[src/design/dual_window_moving_average_unit_assert.svh]
// ----------------------------------------------------------------------------
// Assertion macros for the dual-window moving average unit
// Short forms for the clocked checks, sampled on clk_i and quiet during reset.
// ----------------------------------------------------------------------------
`ifndef DUAL_WINDOW_MOVING_AVERAGE_UNIT_ASSERT_SVH
`define DUAL_WINDOW_MOVING_AVERAGE_UNIT_ASSERT_SVH

// The consequent must hold in the same cycle as the antecedent.
`define DWMA_ASSERT_IMP(lbl, ante, cons) \
  lbl: assert property (@(posedge clk_i) disable iff (!rst_ni) (ante) |-> (cons)) \
    else $error("%m: same-cycle check failed");

// The consequent must hold in the cycle after the antecedent.
`define DWMA_ASSERT_NXT(lbl, ante, cons) \
  lbl: assert property (@(posedge clk_i) disable iff (!rst_ni) (ante) |=> (cons)) \
    else $error("%m: next-cycle check failed");

`endif

[src/design/dwma_pkg.sv]
// ----------------------------------------------------------------------------
// Dual-window moving average package
// Sizes, channel codes, sequencer states and divider status shared by the unit.
// ----------------------------------------------------------------------------
`timescale 1ns / 1ps

package dwma_pkg;

  // Ring depth and stored sample width.
  localparam int unsigned RING_DEPTH  = 1024;
  localparam int unsigned SAMPLE_BITS = 32;

  // Derived widths.
  localparam int unsigned IDX_W     = $clog2(RING_DEPTH);
  localparam int unsigned FILL_W    = $clog2(RING_DEPTH + 1);
  localparam int unsigned SUM_W     = SAMPLE_BITS + FILL_W;
  localparam int unsigned RAM_AW    = IDX_W + 1;
  localparam int unsigned RAM_DEPTH = 2 * RING_DEPTH;

  // Fixed field widths of the interface.
  localparam int unsigned VALUE_W   = 32;
  localparam int unsigned WSIZE_W   = 11;
  localparam int unsigned OFILL_W   = 11;
  localparam int unsigned REQ_SUM_W = 64;
  localparam int unsigned REQ_CNT_W = 32;

  // Shared divider widths.
  localparam int unsigned DIVD_W = 64;
  localparam int unsigned DIVS_W = 32;

  // Configuration port.
  localparam int unsigned CFG_ADDR_W      = 3;
  localparam int unsigned WSIZE_RESET     = 1000;
  localparam logic        REG_WINDOW_SIZE = 1'b0;

  // Channel codes.
  localparam logic CH_FIRST   = 1'b0;
  localparam logic CH_BETWEEN = 1'b1;

  typedef enum logic [2:0] {
    ST_IDLE,
    ST_REQ_WAIT,
    ST_CHECK,
    ST_EVICT,
    ST_INSERT,
    ST_AVG_WAIT,
    ST_OUT_LOAD
  } dwma_state_e;

  typedef struct packed {
    logic busy;
    logic done;
  } div_status_t;

endpackage

[src/design/dwma_div.sv]
// ----------------------------------------------------------------------------
// Serial restoring divider
// Unsigned divide, one quotient bit per cycle; quotient held until next start.
// ----------------------------------------------------------------------------
`timescale 1ns / 1ps

module dwma_div (
  input  logic                       clk_i,
  input  logic                       rst_ni,
  input  logic                       start_i,
  input  logic [dwma_pkg::DIVD_W-1:0] dividend_i,
  input  logic [dwma_pkg::DIVS_W-1:0] divisor_i,
  output logic [dwma_pkg::DIVD_W-1:0] quotient_o,
  output dwma_pkg::div_status_t       status_o
);

  import dwma_pkg::*;

  localparam int unsigned CNT_W = $clog2(DIVD_W);

  logic [DIVD_W-1:0] quo_q, quo_d;
  logic [DIVS_W-1:0] rem_q, rem_d;
  logic [DIVS_W-1:0] dvs_q, dvs_d;
  logic [CNT_W-1:0]  cnt_q, cnt_d;
  logic              busy_q, busy_d;
  logic              done_q, done_d;
  logic [DIVS_W:0]   trial;
  logic              qbit;

  // One restoring step: bring in the next dividend bit and try the subtract.
  assign trial = {rem_q, quo_q[DIVD_W-1]};
  assign qbit  = (trial >= {1'b0, dvs_q});

  always_comb begin
    quo_d  = quo_q;
    rem_d  = rem_q;
    dvs_d  = dvs_q;
    cnt_d  = cnt_q;
    busy_d = busy_q;
    done_d = 1'b0;
    if (start_i) begin
      quo_d  = dividend_i;
      rem_d  = '0;
      dvs_d  = divisor_i;
      cnt_d  = CNT_W'(DIVD_W - 1);
      busy_d = 1'b1;
    end else if (busy_q) begin
      rem_d = qbit ? DIVS_W'(trial - {1'b0, dvs_q}) : DIVS_W'(trial);
      quo_d = {quo_q[DIVD_W-2:0], qbit};
      cnt_d = cnt_q - CNT_W'(1);
      if (cnt_q == '0) begin
        busy_d = 1'b0;
        done_d = 1'b1;
      end
    end
  end

  // Control state is reset; the datapath is loaded on start.
  always_ff @(posedge clk_i or negedge rst_ni) begin
    if (!rst_ni) begin
      busy_q <= 1'b0;
      done_q <= 1'b0;
      cnt_q  <= '0;
    end else begin
      busy_q <= busy_d;
      done_q <= done_d;
      cnt_q  <= cnt_d;
    end
  end

  always_ff @(posedge clk_i) begin
    quo_q <= quo_d;
    rem_q <= rem_d;
    dvs_q <= dvs_d;
  end

  assign quotient_o    = quo_q;
  assign status_o.busy = busy_q;
  assign status_o.done = done_q;

endmodule

[config.mk]
export PLATFORM = sky130hd
export DESIGN_NAME = dwma_div
export DESIGN_NICKNAME = d
export VERILOG_FILES = /design/src/design/dual_window_moving_average_unit_assert.svh /design/src/design/dwma_pkg.sv /design/src/design/dwma_div.sv
export SDC_FILE = /design/constraint.sdc
export NUM_CORES = 1
export LEC_CHECK = 0
export BUFFER_PORTS_ARGS = -buffer_cell sky130_fd_sc_hd__clkbuf_2
export CAP_MARGIN = 5
export CORE_MARGIN = 2
export CORE_UTILIZATION = 25
export CTS_CLUSTER_DIAMETER = 60
export CTS_CLUSTER_SIZE = 40
export DETAILED_ROUTE_END_ITERATION = 8
export PLACE_DENSITY = 0.47
export SLEW_MARGIN = 10
export SYNTH_ARGS = -nofsm -noshare
export SYNTH_HDL_FRONTEND = slang
export SYNTH_SLANG_ARGS = --single-unit
[constraint.sdc]
create_clock -name clk_i -period 6.2 [get_ports clk_i]
set_input_delay 0.62 -clock clk_i [delete_from_list [all_inputs] [get_ports clk_i]]
set_output_delay 0.62 -clock clk_i [all_outputs]
set_load 0.02 [all_outputs]
==> summary.txt <==
Synthesis
  • Unique masters post-synth: 54
  • Dominant synthesized flop cell: edfxtp_1
  • Synth area leaders: edfxtp_1, mux2_2, dfxtp_1, ha_1, nor2_1
  • Yosys warning total: 0
  • Synthesized cell area: 0.00739 mm²
  • Seq/Total Area, Yosys: between 50% and 60%
  • Async S/R FF share, synth: just under 6%
  • Mapped Cells: 674
  • Yosys top cell area share: 39.0%
  • Syn Nets: slightly above 800
  • Post-synthesis area per instance: 11.0 µm²
  • Largest area contributor in the netlist: edfxtp_1
  • Synth Register Bits: around 140
  • EDFF count, synth: 96

Floorplan
  • Initial Utilization: 25.6%
  • Core Region: between 0.02 and 0.03 mm²
  • Row count: a little over 60
  • Die X: 176 µm
  • Die ar.: 0.0310 mm²
  • IO Pins: 165
  • Die Span Y: approximately 180 µm

Timing
  • Final Max Slew Viols: 0
  • Fin crit period: 3.96 ns
  • Crit share post-route: 63.8%
  • RSZ-0062 raised after global routing: false
  • Fin Setup TNS: 0 ns
  • Skew final: between 0.015 and 0.02 ns
  • Slew @ Worst Pin: approximately 0.86 ns
  • Max_slew headroom: a little over two fifths
  • Final Setup Violations: 0
  • Achievable Freq: approximately 250 MHz
  • Final Hold Fails: 0

Placed design
  • Hpwl dp: 14,100 µm
  • I/O Buffers: roughly 160
  • Placer congestion estimate: 0.788
  • Dpl cells: ~1.2k

Worst setup path
  • Reg2reg start: dvs_q[1]
  • CP startpoint: dvs_q[1]
  • CP Data Arrival Time: 4.26 ns
  • Worst R2R Path Depth: 12
  • WS Path Type: flip-flop to flip-flop
  • CP Capture Type: flip-flop
  • Crit path capture: rem_q[10]
  • Critical Path Source Type: flip-flop
  • Crit-path max FO: 31
  • Reg2Reg Setup Slack: 2.24 ns
  • Reg2Reg Capture Point: rem_q[10]
  • Required time of the critical path: 6.50 ns

Run
  • Max-cap violations: 0

Route
  • DRC Markers: 0
  • Vias per cell: between 4 and 5
  • WL/cell: 15.7 µm
  • WL final: ~19,000 µm
  • Via Count: approximately 5.5k
  • Pre-antenna DRT Iters: 4
  • DRT iter0 DRCs: 266
  • Final ANT Viol Nets: 0

Clocking
  • TritonCTS clock tree: done
  • Worst-path clk slew: 0.07 ns
  • H-Tree Depth: 4
  • Post_cts resized: 0
  • Postcts setup bufs: 0
  • Longest Clk Path Bufs: 2
  • TritonCTS sink count: 136
  • Root Buffer: clkbuf_16
  • CTS buffer count: 17
  • Cts hold-fix bufs: 0
  • Worst skew pair latency: 0.43 ns

Global route
  • GRT Total Usage: roughly 13%
  • Largest net degree at the start of global routing: 65
  • GRT overflow: 0
  • Initial antenna violation count: 1
  • First-pass GRT wire length: ~30,000 µm
  • Vias in the first global route: roughly 5.7k

Finish
  • Area delta synth->final: 23.4%
  • Post-Route Utilization: a little under a third
  • Post-Layout Cell Count: between 1k and 1.5k
  • Most frequent cells in the layout: clkbuf_2, edfxtp_1, mux2_2
  • Number of diodes: 0
  • Share of post-route cells with drive strength above 1: around 33%
  • Commonest non-fill, non-tap cell in the layout: clkbuf_2
  • # nets final: roughly 960

Power and ir drop
  • Worst vdd ir: around 170 µV
  • Leak pwr: between 3 and 4 nW
  • PwrDens: approximately 270 mW/mm²

Worst hold path
  • Class of the worst hold path: primary input to asynchronous set/reset pin

Run status
  • Status: finished, final reports clean
how the worst min path moves through the flow:
stage	from	end	slack, ns	depth (start not counted)
after floorplan	rst_ni	busy_q	0.32	0
after global placement	rem_q[31]	rem_q[31]	0.47	1
after detailed placement	rem_q[31]	rem_q[31]	0.48	1
after CTS	rst_ni	done_q	0.02	1
after global routing	rst_ni	done_q	0.03	1
final	rst_ni	done_q	0.04	1
cells in the mapped netlist, types with 20 or more instances:
cell      instances
nor2_1           63
dfxtp_1          32
o21ai_0          28
nand2_1          39
inv_1            46
xnor2_1          20
a21oi_1          41
a211oi_1         29
edfxtp_1         96
ha_1             34
clkbuf_1         26
mux2_2           66
registers in the layout, indices dropped and copies added (netlist names):
name,count
busy_q,1
quotient_o,64
dvs_q,32
rem_q,32
done_q,1
cnt_q,6
kinds of logic after synthesis:
kind of cell               share of synthesized area [%]
xor gates and xnor gates                            3.55
adders and majority gates                           6.02
DFF                                                 50.4
and+or+nand+nor                                     10.6
AOI/OAI and AO/OA                                   12.5
buffers and inverters                               5.16
muxes                                               11.8
per-stage QoR:
stage | worst slack (ns) | hold slack (ns) | area (µm²) | power, W
floorplan | 2.84 | 0.324 | 7390 | 0.00129
global placement | 2.30 | 0.471 | 8540 | 0.00142
detailed placement | 2.23 | 0.476 | 8540 | 0.00141
CTS | 2.19 | 0.0204 | 9120 | 0.00248
global route | 1.93 | 0.0292 | 9120 | 0.00255
finish | 2.24 | 0.0372 | 9120 | 0.00243
report_power, final:
group          internal, W  switching, W  total [W]
sequential         0.00105     0.0000343    0.00108
clock             0.000603      0.000437    0.00104
combinational     0.000130      0.000181   0.000312
metal layers:
metal	vias up	share of wire [%]	GRT usage, %
li1	2755	-	-
met1	2556	45	15.9
met2	158	45	20.0
met3	12	8.6	5.68
met4	2	0.90	3.72
met5	-	0.073	0
worst max-delay path, cell delays in order (launching register included):
cell      delay (ns)
edfxtp_1        0.41
inv_1           0.07
ha_1            0.24
nor2b_1         0.15
o31a_1          0.28
or3_1           0.34
a311o_1         0.30
a221oi_2        0.43
o41a_2          0.66
buf_4           0.39
mux2_2          0.37
mux2i_1         0.13
nor2_1          0.05
final cells by class:
| cell class | count | area [µm²] |
|---|---|---|
| Fill cell | 3019 | 19800 |
| Sequential cell | 136 | 3720 |
| Multi-Input combinational cell | 454 | 3290 |
| Timing Repair Buffer | 170 | 868 |
| Tap cell | 384 | 480 |
| Clock buffer | 18 | 429 |
| Inverter | 46 | 173 |
| Clock inverter | 14 | 158 |
Power figures use the tool's default switching activity.
